### src/design/pcrs_pkg.sv
package pcrs_pkg;

  localparam int unsigned CH_W            = 3;
  localparam int unsigned COUNT_W         = 32;
  localparam int unsigned DEF_CHANNELS    = 8;
  localparam int unsigned DEF_SAMPLE_BITS = 16;
  localparam int unsigned QUEUE_DEPTH     = 2;
  localparam int unsigned CH_CMP_W        = 9;

  typedef struct packed {
    logic [CH_W-1:0] channel;
    logic            in_range;
  } pcrs_tag_t;

endpackage

### src/design/pcrs_front.sv
module pcrs_front
  import pcrs_pkg::*;
#(
  parameter int unsigned CHANNELS    = DEF_CHANNELS,
  parameter int unsigned SAMPLE_BITS = DEF_SAMPLE_BITS
) (
  input  logic                          clk_i,
  input  logic                          rst_ni,
  input  logic                          in_valid_i,
  output logic                          in_stall_o,
  input  logic [CH_W-1:0]               channel_i,
  input  logic signed [SAMPLE_BITS-1:0] sample_i,
  output logic                          q_valid_o,
  input  logic                          q_pop_i,
  output pcrs_tag_t                     q_tag_o,
  output logic signed [SAMPLE_BITS-1:0] q_sample_o
);

  localparam int unsigned PTR_W = (QUEUE_DEPTH > 1) ? $clog2(QUEUE_DEPTH) : 1;
  localparam int unsigned CNT_W = $clog2(QUEUE_DEPTH + 1);

  pcrs_tag_t                     tag_q [QUEUE_DEPTH];
  logic signed [SAMPLE_BITS-1:0] smp_q [QUEUE_DEPTH];
  logic [PTR_W-1:0]              wr_ptr_q, wr_ptr_d;
  logic [PTR_W-1:0]              rd_ptr_q, rd_ptr_d;
  logic [CNT_W-1:0]              cnt_q, cnt_d;
  logic                          push;
  logic                          pop;
  pcrs_tag_t                     new_tag;

  assign in_stall_o = (cnt_q == CNT_W'(QUEUE_DEPTH));
  assign push       = in_valid_i && !in_stall_o;
  assign q_valid_o  = (cnt_q != '0);
  assign pop        = q_pop_i && q_valid_o;

  always_comb begin
    new_tag.channel  = channel_i;
    new_tag.in_range = (CH_CMP_W'(channel_i) < CH_CMP_W'(CHANNELS));
  end

  always_comb begin
    wr_ptr_d = wr_ptr_q;
    rd_ptr_d = rd_ptr_q;
    cnt_d    = cnt_q;
    if (push) begin
      wr_ptr_d = (wr_ptr_q == PTR_W'(QUEUE_DEPTH - 1)) ? '0 : wr_ptr_q + 1'b1;
    end
    if (pop) begin
      rd_ptr_d = (rd_ptr_q == PTR_W'(QUEUE_DEPTH - 1)) ? '0 : rd_ptr_q + 1'b1;
    end
    if (push && !pop) begin
      cnt_d = cnt_q + 1'b1;
    end else if (pop && !push) begin
      cnt_d = cnt_q - 1'b1;
    end
  end

  always_ff @(posedge clk_i or negedge rst_ni) begin
    if (!rst_ni) begin
      wr_ptr_q <= '0;
      rd_ptr_q <= '0;
      cnt_q    <= '0;
    end else begin
      wr_ptr_q <= wr_ptr_d;
      rd_ptr_q <= rd_ptr_d;
      cnt_q    <= cnt_d;
    end
  end

  always_ff @(posedge clk_i) begin
    if (push) begin
      tag_q[wr_ptr_q] <= new_tag;
      smp_q[wr_ptr_q] <= sample_i;
    end
  end

  assign q_tag_o    = tag_q[rd_ptr_q];
  assign q_sample_o = smp_q[rd_ptr_q];

endmodule

### src/design/pcrs_div.sv
module pcrs_div
  import pcrs_pkg::*;
#(
  parameter int unsigned NUM_W = DEF_SAMPLE_BITS + COUNT_W,
  parameter int unsigned DEN_W = COUNT_W,
  parameter int unsigned Q_W   = DEF_SAMPLE_BITS
) (
  input  logic                    clk_i,
  input  logic                    rst_ni,
  input  logic                    start_i,
  output logic                    done_o,
  input  logic signed [NUM_W-1:0] num_i,
  input  logic [DEN_W-1:0]        den_i,
  output logic [Q_W-1:0]          quot_o
);

  localparam int unsigned CNT_W = $clog2(NUM_W);

  typedef enum logic [1:0] {
    D_IDLE,
    D_ABS,
    D_RUN,
    D_FIN
  } div_state_e;

  div_state_e       state_q;
  logic [NUM_W-1:0] num_q;
  logic [DEN_W-1:0] den_q;
  logic [DEN_W-1:0] rem_q;
  logic [CNT_W-1:0] cnt_q;
  logic             neg_q;
  logic             done_q;
  logic [Q_W-1:0]   quot_q;
  logic [DEN_W:0]   trial;
  logic [DEN_W:0]   diff;
  logic             qbit;

  assign trial = {rem_q, num_q[NUM_W-1]};
  assign diff  = trial - {1'b0, den_q};
  assign qbit  = (trial >= {1'b0, den_q});

  always_ff @(posedge clk_i or negedge rst_ni) begin
    if (!rst_ni) begin
      state_q <= D_IDLE;
      num_q   <= '0;
      den_q   <= '0;
      rem_q   <= '0;
      cnt_q   <= '0;
      neg_q   <= 1'b0;
      done_q  <= 1'b0;
      quot_q  <= '0;
    end else begin
      done_q <= 1'b0;
      case (state_q)
        D_IDLE: begin
          if (start_i) begin
            num_q   <= num_i;
            den_q   <= den_i;
            neg_q   <= num_i[NUM_W-1];
            state_q <= D_ABS;
          end
        end
        D_ABS: begin
          if (neg_q) begin
            num_q <= ~num_q + 1'b1;
          end
          rem_q   <= '0;
          cnt_q   <= '0;
          state_q <= D_RUN;
        end
        D_RUN: begin
          rem_q <= qbit ? diff[DEN_W-1:0] : trial[DEN_W-1:0];
          num_q <= {num_q[NUM_W-2:0], qbit};
          cnt_q <= cnt_q + 1'b1;
          if (cnt_q == CNT_W'(NUM_W - 1)) begin
            state_q <= D_FIN;
          end
        end
        D_FIN: begin
          quot_q  <= neg_q ? (~num_q[Q_W-1:0] + 1'b1) : num_q[Q_W-1:0];
          done_q  <= 1'b1;
          state_q <= D_IDLE;
        end
        default: begin
          state_q <= D_IDLE;
        end
      endcase
    end
  end

  assign done_o = done_q;
  assign quot_o = quot_q;

endmodule

### src/design/pcrs_back.sv
module pcrs_back
  import pcrs_pkg::*;
#(
  parameter int unsigned CHANNELS    = DEF_CHANNELS,
  parameter int unsigned SAMPLE_BITS = DEF_SAMPLE_BITS
) (
  input  logic                          clk_i,
  input  logic                          rst_ni,
  input  logic                          q_valid_i,
  output logic                          q_pop_o,
  input  pcrs_tag_t                     q_tag_i,
  input  logic signed [SAMPLE_BITS-1:0] q_sample_i,
  output logic                          out_valid_o,
  input  logic                          out_stall_i,
  output logic [CH_W-1:0]               channel_out_o,
  output logic signed [SAMPLE_BITS-1:0] mean_o,
  output logic [COUNT_W-1:0]            sample_count_o,
  output logic signed [SAMPLE_BITS-1:0] minimum_o,
  output logic signed [SAMPLE_BITS-1:0] maximum_o,
  output logic                          overflow_o
);

  localparam int unsigned SUM_W = SAMPLE_BITS + COUNT_W;
  localparam int unsigned IDX_W = (CHANNELS > 1) ? $clog2(CHANNELS) : 1;

  typedef enum logic [1:0] {
    ST_IDLE,
    ST_DIV,
    ST_HOLD
  } back_state_e;

  back_state_e                   state_q;
  logic signed [SUM_W-1:0]       sum_q [CHANNELS];
  logic [COUNT_W-1:0]            count_q [CHANNELS];
  logic signed [SAMPLE_BITS-1:0] min_q [CHANNELS];
  logic signed [SAMPLE_BITS-1:0] max_q [CHANNELS];

  logic [IDX_W-1:0]              idx;
  logic [CH_CMP_W-1:0]           ch_ext;
  logic signed [SUM_W-1:0]       rd_sum;
  logic [COUNT_W-1:0]            rd_count;
  logic signed [SAMPLE_BITS-1:0] rd_min;
  logic signed [SAMPLE_BITS-1:0] rd_max;
  logic                          ovf;
  logic                          pos;
  logic                          upd;
  logic signed [SUM_W-1:0]       upd_sum;
  logic [COUNT_W-1:0]            upd_count;
  logic signed [SAMPLE_BITS-1:0] upd_min;
  logic signed [SAMPLE_BITS-1:0] upd_max;

  logic                          div_start;
  logic                          div_done;
  logic [SAMPLE_BITS-1:0]        quot;

  logic                          out_valid_q;
  logic [CH_W-1:0]               ch_out_q;
  logic signed [SAMPLE_BITS-1:0] mean_q;
  logic [COUNT_W-1:0]            cnt_out_q;
  logic signed [SAMPLE_BITS-1:0] min_out_q;
  logic signed [SAMPLE_BITS-1:0] max_out_q;
  logic                          ovf_out_q;

  assign ch_ext  = CH_CMP_W'(q_tag_i.channel);
  assign idx     = ch_ext[IDX_W-1:0];
  assign q_pop_o = (state_q == ST_IDLE) && q_valid_i;

  always_comb begin
    rd_sum   = sum_q[idx];
    rd_count = count_q[idx];
    rd_min   = min_q[idx];
    rd_max   = max_q[idx];
    ovf      = (rd_count == '1);
    pos      = !q_sample_i[SAMPLE_BITS-1] && (q_sample_i != '0);
    upd      = q_pop_o && q_tag_i.in_range && !ovf;
    upd_sum   = rd_sum;
    upd_count = rd_count;
    upd_min   = rd_min;
    upd_max   = rd_max;
    if (!ovf) begin
      upd_sum   = rd_sum + {{COUNT_W{q_sample_i[SAMPLE_BITS-1]}}, q_sample_i};
      upd_count = rd_count + 1'b1;
      if (pos) begin
        if (rd_count == '0) begin
          upd_min = q_sample_i;
          upd_max = q_sample_i;
        end else begin
          if (q_sample_i > rd_max) begin
            upd_max = q_sample_i;
          end
          if (q_sample_i < rd_min) begin
            upd_min = q_sample_i;
          end
        end
      end
    end
    div_start = q_pop_o && q_tag_i.in_range;
  end

  always_ff @(posedge clk_i or negedge rst_ni) begin
    if (!rst_ni) begin
      for (int i = 0; i < CHANNELS; i++) begin
        sum_q[i]   <= '0;
        count_q[i] <= '0;
        min_q[i]   <= '0;
        max_q[i]   <= '0;
      end
    end else if (upd) begin
      sum_q[idx]   <= upd_sum;
      count_q[idx] <= upd_count;
      min_q[idx]   <= upd_min;
      max_q[idx]   <= upd_max;
    end
  end

  pcrs_div #(
    .NUM_W (SUM_W),
    .DEN_W (COUNT_W),
    .Q_W   (SAMPLE_BITS)
  ) u_div (
    .clk_i   (clk_i),
    .rst_ni  (rst_ni),
    .start_i (div_start),
    .done_o  (div_done),
    .num_i   (upd_sum),
    .den_i   (upd_count),
    .quot_o  (quot)
  );

  always_ff @(posedge clk_i or negedge rst_ni) begin
    if (!rst_ni) begin
      state_q     <= ST_IDLE;
      out_valid_q <= 1'b0;
      ch_out_q    <= '0;
      mean_q      <= '0;
      cnt_out_q   <= '0;
      min_out_q   <= '0;
      max_out_q   <= '0;
      ovf_out_q   <= 1'b0;
    end else begin
      case (state_q)
        ST_IDLE: begin
          if (q_pop_o) begin
            ch_out_q <= q_tag_i.channel;
            if (q_tag_i.in_range) begin
              cnt_out_q <= upd_count;
              min_out_q <= upd_min;
              max_out_q <= upd_max;
              ovf_out_q <= ovf;
              state_q   <= ST_DIV;
            end else begin
              mean_q      <= '0;
              cnt_out_q   <= '0;
              min_out_q   <= '0;
              max_out_q   <= '0;
              ovf_out_q   <= 1'b0;
              out_valid_q <= 1'b1;
              state_q     <= ST_HOLD;
            end
          end
        end
        ST_DIV: begin
          if (div_done) begin
            mean_q      <= quot;
            out_valid_q <= 1'b1;
            state_q     <= ST_HOLD;
          end
        end
        ST_HOLD: begin
          if (!out_stall_i) begin
            out_valid_q <= 1'b0;
            state_q     <= ST_IDLE;
          end
        end
        default: begin
          state_q <= ST_IDLE;
        end
      endcase
    end
  end

  assign out_valid_o    = out_valid_q;
  assign channel_out_o  = ch_out_q;
  assign mean_o         = mean_q;
  assign sample_count_o = cnt_out_q;
  assign minimum_o      = min_out_q;
  assign maximum_o      = max_out_q;
  assign overflow_o     = ovf_out_q;

endmodule

### src/design/per_channel_running_stats.sv
// This block keeps a running sum, a sample count, a minimum and a maximum for each channel.
// The input channel carries one tagged sample per transaction on channel_i and sample_i.
// The output channel returns one transaction per input with the updated mean, count,
// minimum, maximum and an overflow flag that marks a dropped sample.
// A transaction moves when valid is high and stall is low.
// A two-entry queue takes input transactions while the back end is busy.
// The back end works on one transaction at a time, and the mean comes from a
// restoring divider that produces one quotient bit per cycle over the 48-bit sum.
// The back end takes no new transaction until the previous result has left the output.
// A channel number outside the configured range returns zeros.
// While the output is stalled, the result is held and the queue keeps filling.
// Reset clears every channel's statistics and empties the queue.
module per_channel_running_stats
  import pcrs_pkg::*;
#(
  parameter int unsigned CHANNELS    = DEF_CHANNELS,
  parameter int unsigned SAMPLE_BITS = DEF_SAMPLE_BITS
) (
  input  logic                          clk_i,
  input  logic                          rst_ni,
  input  logic                          in_valid_i,
  output logic                          in_stall_o,
  input  logic [CH_W-1:0]               channel_i,
  input  logic signed [SAMPLE_BITS-1:0] sample_i,
  output logic                          out_valid_o,
  input  logic                          out_stall_i,
  output logic [CH_W-1:0]               channel_out_o,
  output logic signed [SAMPLE_BITS-1:0] mean_o,
  output logic [COUNT_W-1:0]            sample_count_o,
  output logic signed [SAMPLE_BITS-1:0] minimum_o,
  output logic signed [SAMPLE_BITS-1:0] maximum_o,
  output logic                          overflow_o
);

  logic                          q_valid;
  logic                          q_pop;
  pcrs_tag_t                     q_tag;
  logic signed [SAMPLE_BITS-1:0] q_sample;

  pcrs_front #(
    .CHANNELS    (CHANNELS),
    .SAMPLE_BITS (SAMPLE_BITS)
  ) u_front (
    .clk_i      (clk_i),
    .rst_ni     (rst_ni),
    .in_valid_i (in_valid_i),
    .in_stall_o (in_stall_o),
    .channel_i  (channel_i),
    .sample_i   (sample_i),
    .q_valid_o  (q_valid),
    .q_pop_i    (q_pop),
    .q_tag_o    (q_tag),
    .q_sample_o (q_sample)
  );

  pcrs_back #(
    .CHANNELS    (CHANNELS),
    .SAMPLE_BITS (SAMPLE_BITS)
  ) u_back (
    .clk_i          (clk_i),
    .rst_ni         (rst_ni),
    .q_valid_i      (q_valid),
    .q_pop_o        (q_pop),
    .q_tag_i        (q_tag),
    .q_sample_i     (q_sample),
    .out_valid_o    (out_valid_o),
    .out_stall_i    (out_stall_i),
    .channel_out_o  (channel_out_o),
    .mean_o         (mean_o),
    .sample_count_o (sample_count_o),
    .minimum_o      (minimum_o),
    .maximum_o      (maximum_o),
    .overflow_o     (overflow_o)
  );

`ifndef SYNTHESIS
  a_ovf_saturated: assert property (@(posedge clk_i) disable iff (!rst_ni)
    out_valid_o && overflow_o |-> sample_count_o == '1)
    else $error("overflow reported without a saturated count");

  a_zero_count: assert property (@(posedge clk_i) disable iff (!rst_ni)
    out_valid_o && (sample_count_o == '0) |->
      (mean_o == '0) && (minimum_o == '0) && (maximum_o == '0) && !overflow_o)
    else $error("empty result carries nonzero statistics");

  a_min_le_max: assert property (@(posedge clk_i) disable iff (!rst_ni)
    out_valid_o |-> minimum_o <= maximum_o)
    else $error("minimum exceeds maximum");

  a_pop_needs_data: assert property (@(posedge clk_i) disable iff (!rst_ni)
    q_pop |-> q_valid)
    else $error("back end popped an empty queue");
`endif

endmodule

### config.mk
export PLATFORM = sky130hd
export DESIGN_NAME = per_channel_running_stats
export DESIGN_NICKNAME = d
export VERILOG_FILES = /design/src/design/pcrs_pkg.sv /design/src/design/pcrs_front.sv /design/src/design/pcrs_div.sv /design/src/design/pcrs_back.sv /design/src/design/per_channel_running_stats.sv
export SDC_FILE = /design/constraint.sdc
export NUM_CORES = 2
export LEC_CHECK = 0
export BUFFER_PORTS_ARGS = -buffer_cell sky130_fd_sc_hd__buf_2
export CAP_MARGIN = 0
export CORE_AREA = 2 2 445 226
export DETAILED_ROUTE_END_ITERATION = 16
export DIE_AREA = 0 0 447 228
export GPL_TIMING_DRIVEN = 1
export HOLD_SLACK_MARGIN = 0.02
export PLACE_DENSITY = 0.78
export SETUP_SLACK_MARGIN = 0.4
export SLEW_MARGIN = 20
export SYNTH_ARGS = -nofsm -noshare
export SYNTH_HDL_FRONTEND = slang
export SYNTH_SLANG_ARGS = --single-unit
### constraint.sdc
create_clock -name clk_i -period 6.6 [get_ports clk_i]
set_input_delay 1.32 -clock clk_i [delete_from_list [all_inputs] [get_ports clk_i]]
set_output_delay 1.32 -clock clk_i [all_outputs]
set_load 0.01 [all_outputs]
; Yosys cells after proc, flatten, opt, wreduce, memory -nomap -nowiden
; Memory sizes are Yosys's and may differ from the RTL's.
; Cells that the tools add are included.
[totals]
rom_bits = 0
mem_count = 2
ff_bits = 1125
elab_cells = 184
out_inout_bits = 86
ramBits = 38
latch_bits = 0
[op_classes]
n_addsub = 10
eq_ne = 15
n_div = 0
mux = 67
n_shift = 0
magnitude_cmp = 5
bitwise = 3
mul = 0
n_reduce_logical = 31
[memory_table]
columns = memory, depth, width, read_ports, rd_clocked_by_memory_dff, write_ports, line_no
row1 = u_front.smp_q, 2, 16, 1, 0, 1, pcrs_front.sv:23  ; logic signed [SAMPLE_BITS-1:0] smp_q [QUEUE_DEPTH];
row2 = u_front.tag_q, 2, 3, 1, 0, 1, pcrs_front.sv:22  ; pcrs_tag_t tag_q [QUEUE_DEPTH];
[ops]
columns = op, n
row1 = 384-bit bitwise mux, 1
row2 = 16-bit two-way mux, 19
row3 = 48-bit two-way mux, 6
row4 = 128-bit bitwise mux, 2
row5 = 256-bit bitwise mux, 1
row6 = 32-bit two-way mux, 6
row7 = 48-bit binary-select mux with 3-bit select, 1
row8 = 48-bit demux with 3-bit select, 1
row9 = 48-bit one-hot mux with 3 select lines, 1
row10 = 16-bit binary-select mux with 3-bit select, 2
row11 = 32-bit binary-select mux with 3-bit select, 1
row12 = 32-bit demux with 3-bit select, 1
row13 = 32-bit one-hot mux with 2 select lines, 1
row14 = "48-bit by 1-bit adder with 48-bit output, second input constant", 1
row15 = 48-bit adder, 1
row16 = 16-bit demux with 3-bit select, 1
row17 = 48-bit inverter, 1
row18 = 33-bit by 32-bit >= comparator with 1-bit output, 1
row19 = "32-bit by 1-bit adder with 32-bit output, second input constant", 1
row20 = "32-bit == test, second input constant", 1
row21 = 32-bit logical NOT, 1
row22 = 16-bit one-hot mux with 2 select lines, 1
row23 = 32-bit subtractor, 1
row24 = "16-bit by 1-bit adder with 16-bit output, second input constant", 1
row25 = 32 further kinds, 77

; Depth between registers and ports, before layout
; An unclocked memory read counts as a cell.
[depth]
word_depth = 11
ltp_mapped = 26

; Cells and area by module
; Synthesis repeated with hierarchy kept, for this count alone.
[unflattened]
cells_unflattened = 5847
area_unflattened_um2 = 56260.2
[modules_own_cells]
columns = mod, cells_per_inst, area_per_inst_um2, n_inst, seq_area_each_um2
row1 = pcrs_back, 4745, 45722.6, 1, 24598.6
row2 = pcrs_div, 1022, 8948.6, 1, 3453.3
row3 = pcrs_front, 80, 1589.0, 1, 1241.2

; Worst setup path before layout
; No wires, ideal clock.
[synth_path]
path_type = register to register
startpoint = register u_front.rd_ptr_q
endpoint = register u_back.u_div.num_q[39]
period_less_slack_ps = 6364
path_stages_with_launch = 24
setup_slack_ps = 236
arrival_time_ps = 6282
path_cell_list = dfrtp_1 > buf_4 > buf_6 > buf_4 > clkbuf_1 > clkbuf_1 > a32oi_1 > clkbuf_1 > buf_1 > o22ai_1 > nor3_1 > ha_1 > a211oi_1 > o21bai_1 > a211oi_2 > a211oi_1 > o311ai_1 > a2111oi_0 > o311ai_0 > a21oi_1 > or3b_1 > clkbuf_1 > a21o_1 > a31oi_1
[synth_between]
elab_chain_len = 9
word_cells_on_any_way = 14
[synth_rtl]
columns = element, line_no
row1 = "start, declared", pcrs_front.sv:25  ; logic [PTR_W-1:0] rd_ptr_q, rd_ptr_d;
row2 = "start signal, assigned", pcrs_front.sv:65  ; rd_ptr_q <= rd_ptr_d;
row3 = memory read 2 x 3 bit, n/a
row4 = 3-bit inverter with 4-bit output (implied by the code), "pcrs_back.sv:69, pcrs_back.sv:70"
row5 = 48-bit binary-select mux with 3-bit select or 32-bit binary-select mux with 3-bit select (tied branches), "pcrs_back.sv:69, pcrs_back.sv:70"
row6 = 48-bit two-way mux (implied by the code) or 32-bit two-way mux (tied branches) (2 in series), "pcrs_back.sv:69, pcrs_back.sv:70"
row7 = 48-bit adder or 32-bit == test (tied branches), "pcrs_back.sv:81, pcrs_back.sv:73"
row8 = 48-bit two-way mux *, pcrs_back.sv:80  ; if (!ovf) begin
row9 = 48-bit two-way mux *, pcrs_div.sv:56  ; if (start_i) begin
row10 = 48-bit one-hot mux with 3 select lines *, pcrs_div.sv:54  ; case (state_q)
row11 = "end signal, assigned", pcrs_div.sv:57  ; num_q <= num_i;
row12 = "end signal, assigned", pcrs_div.sv:65  ; num_q <= ~num_q + 1'b1;
row13 = "end signal, assigned", pcrs_div.sv:73  ; num_q <= {num_q[NUM_W-2:0], qbit};
row14 = "end, declared", pcrs_div.sv:27  ; logic [NUM_W-1:0] num_q;
; Mark *: on every way between the ends. The rest lies on a longest branch, timed or not. The select of a mux whose other input is x is not followed.
; A chain may end at the register's enable or synchronous reset.

; Worst setup path in the final report
[layout_path]
startpoint = register u_front.rd_ptr_q
endpoint = register u_back.min_q[40] (netlist bit)
[layout_between]
elab_chain_len = 11
word_cells_on_any_way = 27
[layout_rtl]
columns = element, line_no
row1 = memory read 2 x 3 bit, n/a
row2 = 3-bit inverter with 4-bit output (implied by the code), "pcrs_back.sv:70, pcrs_back.sv:71, pcrs_back.sv:111"
row3 = 16-bit binary-select mux with 3-bit select, pcrs_back.sv:71  ; rd_min = min_q[idx];
row4 = 16-bit two-way mux (implied by the code) (2 in series), pcrs_back.sv:71
row5 = 16-bit < comparator, pcrs_back.sv:91  ; if (q_sample_i < rd_min) begin
row6 = 16-bit two-way mux, pcrs_back.sv:91
row7 = 16-bit two-way mux, pcrs_back.sv:84  ; if (rd_count == '0) begin
row8 = 16-bit two-way mux, pcrs_back.sv:83  ; if (pos) begin
row9 = 16-bit two-way mux, pcrs_back.sv:80
row10 = 128-bit bitwise mux, pcrs_back.sv:111  ; min_q[idx] <= upd_min;
row11 = "end signal, assigned by index", pcrs_back.sv:111
row12 = "end, declared", pcrs_back.sv:35  ; logic signed [SAMPLE_BITS-1:0] min_q [CHANNELS];
; Parallel ways exist; a longest one is shown, timed or not. The select of a mux whose other input is x is not followed.

==> results.json <==
{
  "status": "finished clean",
  "cts.sinks": 1163,
  "ios": 109,
  "grt_util_met2": 0.460,
  "drc_errors": 0,
  "post-route-util": 0.629,
  "synth_ff_type": "dfrtp_1",
  "grt-ovfl-total": 0,
  "synth-xor-area-share": 0.0223,
  "slew_viol_final": 0,
  "cp_max_fo": 33,
  "worstPathCellList": "clkbuf_8, mux2_4, buf_4, nor3_4, buf_4, a222oi_1, o21ai_0, a211oi_1, ha_1, a21o_1, a21o_1, a21o_1, a21oi_1, nor2b_1, o21ai_0, and3_1, o22ai_1, a21oi_4, buf_4, mux2_2, o21ai_0",
  "cts_tree": "yes",
  "synth_top_family_by_area": "compound AO/OA/AOI/OAI gates",
  "critPathSlowestCell": "mux2_4",
  "yosysTopAreaCellShare": 0.506,
  "muxShareOfSynthArea": 0.0374,
  "hold_path.class": "flip-flop to flip-flop",
  "finalCriticalPeriod_ps": 6030,
  "cts_buffer_depth": 3,
  "dp_hpwl_um": 116000,
  "syn_inst": 5830,
  "slowest_delay_ps": 590,
  "grt_first_pass_wirelength_um": 272000,
  "yosys.cell_types.count": 94,
  "synth_compound_area_frac": 0.215,
  "nNetsFinal": 6030,
  "fp.dieH_um": 228,
  "cts_max_level": 3,
  "critPathBufInv": 4,
  "place_inst": 7102,
  "period_share": 0.914,
  "relSlewSlack": 0.223,
  "ys_seq_area_frac": 0.527,
  "cap_violations": 0,
  "clock_skew_ps": 27.7,
  "synth_commonest_cells": "nand2_1 (1168), dfrtp_1 (1125), o21ai_0 (1041), clkbuf_1 (271), nor2_1 (233)",
  "routabilityCongestion": 1.03,
  "synthAdderAreaFrac": 0.0288,
  "io_buffers": 108,
  "syn_area_per_cell_um2": 9.54,
  "grt_util_met1": 0.532,
  "cts-hold-fix-buffers": 0,
  "grt_max_degree": 178,
  "clkTransAtPathRegs_ps": 70,
  "yosys_warnings": 0,
  "drive_above_1_share": 0.115,
  "setup_viol": 0,
  "detail_route.wl_per_cell_um": 24.1,
  "worstPathArrival_ps": 6640,
  "rsz0062_at_grt": "no",
  "yosys.area.top_type": "dfrtp_1",
  "grt_util_all_layers": 0.344,
  "die_width_um": 447,
  "grtUsageMet3": 0.115,
  "num_vias": 47308,
  "first_iter_violations": 7030,
  "dr.pass1.iters": 9,
  "fin_cells": 7296,
  "start_util": 0.564,
  "syn_area_mm2": 0.0556,
  "syn-num-nets": 5980,
  "busiest_layer": "met1",
  "yosys-top-cells-area": "dfrtp_1 (51%), o21ai_0 (9.4%), nand2_1 (7.9%), ha_1 (2.8%), edfxtp_1 (2.1%)",
  "first_global_vias": 44385,
  "worst_ep_required_time_ps": 7210,
  "synth-simple-area-share": 0.133,
  "async_flop_share": 0.967,
  "max_freq_mhz": 166,
  "antenna_found_initial": 1,
  "startpoint_type": "flip-flop",
  "crit_path_end_kind": "flip-flop",
  "die-area_mm2": 0.102,
  "routed_wirelength_um": 176000,
  "synth-edff-count": 38,
  "yosys.cell_count.top_type": "nand2_1",
  "worstSetupPathType": "flip-flop to flip-flop",
  "hold_violations": 0,
  "worst_pin_slew_ps": 1160,
  "fin_tns_setup_ps": 0,
  "syn2layout_area_growth_pct": 11.5,
  "cts_made_buffers": 100,
  "clock_latency_ps": 720,
  "path_delay_family": "compound AO/OA/AOI/OAI gates",
  "cts_root_buf": "clkbuf_16",
  "diodes": 0,
  "num_rows": 82,
  "drtAntennaViolNets": 0,
  "core_mm2": 0.0987,
  "routed_via_density": 6.48,
  "ys_seq_elements": 1163
}
==> final cells by class <==
class,count,area (um2)
Fill cell,7925,36600
Clock buffer,127,2770
Multi-Input combinational cell,4171,24700
Inverter,94,362
Clock inverter,47,477
Timing Repair Buffer,350,2810
Tap cell,1344,1680
Sequential cell,1163,29300
==> through the flow <==
step           worst slack, ps  hold slack (ps)  area [um2]
2_1_floorplan              408              427       55600
3_3_place_gp               264              436       58500
3_5_place_dp               177              465       58500
4_1_cts                    403              480       61900
5_1_grt                    398              496       62100
6_report                   566              476       62100
==> state kept, by name, summed over array words and instances, names as in the netlist, 32 cells and up <==
| register | count |
|---|---|
| u_back.max_q | 128 |
| u_back.u_div.den_q | 32 |
| u_back.sum_q | 384 |
| u_back.u_div.rem_q | 32 |
| u_back.u_div.num_q | 48 |
| u_back.count_q | 256 |
| u_back.sample_count_o | 32 |
| u_front.smp_q | 32 |
| u_back.min_q | 128 |
==> layout by cell type, fill, tap and decap left out, types with 28 or more instances in the layout <==
master	instances
nand2_1	1156
dfrtp_1	1124
o21ai_0	1041
nor2_1	227
buf_4	206
a21oi_1	180
o22ai_1	149
ha_1	124
buf_2	107
clkbuf_16	102
mux2i_1	92
inv_1	91
a22oi_1	78
xnor2_1	70
a21o_1	69
nor3_1	64
xor2_1	62
o21ai_1	56
mux2_2	53
a221oi_1	49
edfxtp_1	38
nand4_1	37
o21a_1	35
buf_12	35
and3_1	34
a22o_1	32
nand3_1	31
o221ai_1	30
o2bb2ai_1	28
==> what timing repair did <==
action / in CTS / in global routing
buffers inserted: 10 / 9
resized for setup: 10 / 15
endpoints found under the setup margin: 41 / 47
pin swaps: 2 / 0
cloned: 1 / 0
==> kinds of logic (layout without fill, tap and decap cells) <==
group	count (synthesis)	count (layout)
buffers and inverters	497	618
DFF	1163	1163
adders and majority gates	127	127
muxes	178	178
xor gates and xnor gates	138	138
AOI/OAI and AO/OA	1987	1988
and+or+nand+nor	1740	1740
==> per-layer routing <==
| layer | part of all wire | vias up | wire (um) |
|---|---|---|---|
| met5 | 0 | - | 0 |
| met4 | 0.025 | 0 | 4360 |
| met3 | 0.14 | 366 | 25000 |
| met2 | 0.40 | 3110 | 70400 |
| met1 | 0.43 | 22999 | 76200 |
| li1 | - | 20833 | - |
==> path summary, 6_finish.rpt <==
path                                           start                   endpoint  slack (ps)  cells past startpoint
setup / recovery                    u_front.rd_ptr_q           u_back.min_q[40]         570                     21
hold / removal             u_back.sample_count_o[20]  u_back.sample_count_o[20]         480                      2
setup reg to reg                    u_front.rd_ptr_q           u_back.min_q[40]         570                     21
hold reg to reg            u_back.sample_count_o[20]  u_back.sample_count_o[20]         480                      2
max in group asynchronous                     rst_ni          u_back.sum_q[366]        4320                      2
min in group asynchronous                     rst_ni  u_back.sample_count_o[20]         610                      1
==> worst reg2reg max path: cells and delay by family (launching register included) <==
kind / cells / cell delay (ps)
compound gates: 11 / 2180
fa+ha+maj: 1 / 240
buf+inv: 4 / 1470
flops: 1 / 530
mux: 2 / 1050
simple gates: 3 / 450
Power is left out: the tool's default activity adds up to more than one toggle a clock period on the data nets, which glitch-free logic cannot reach.
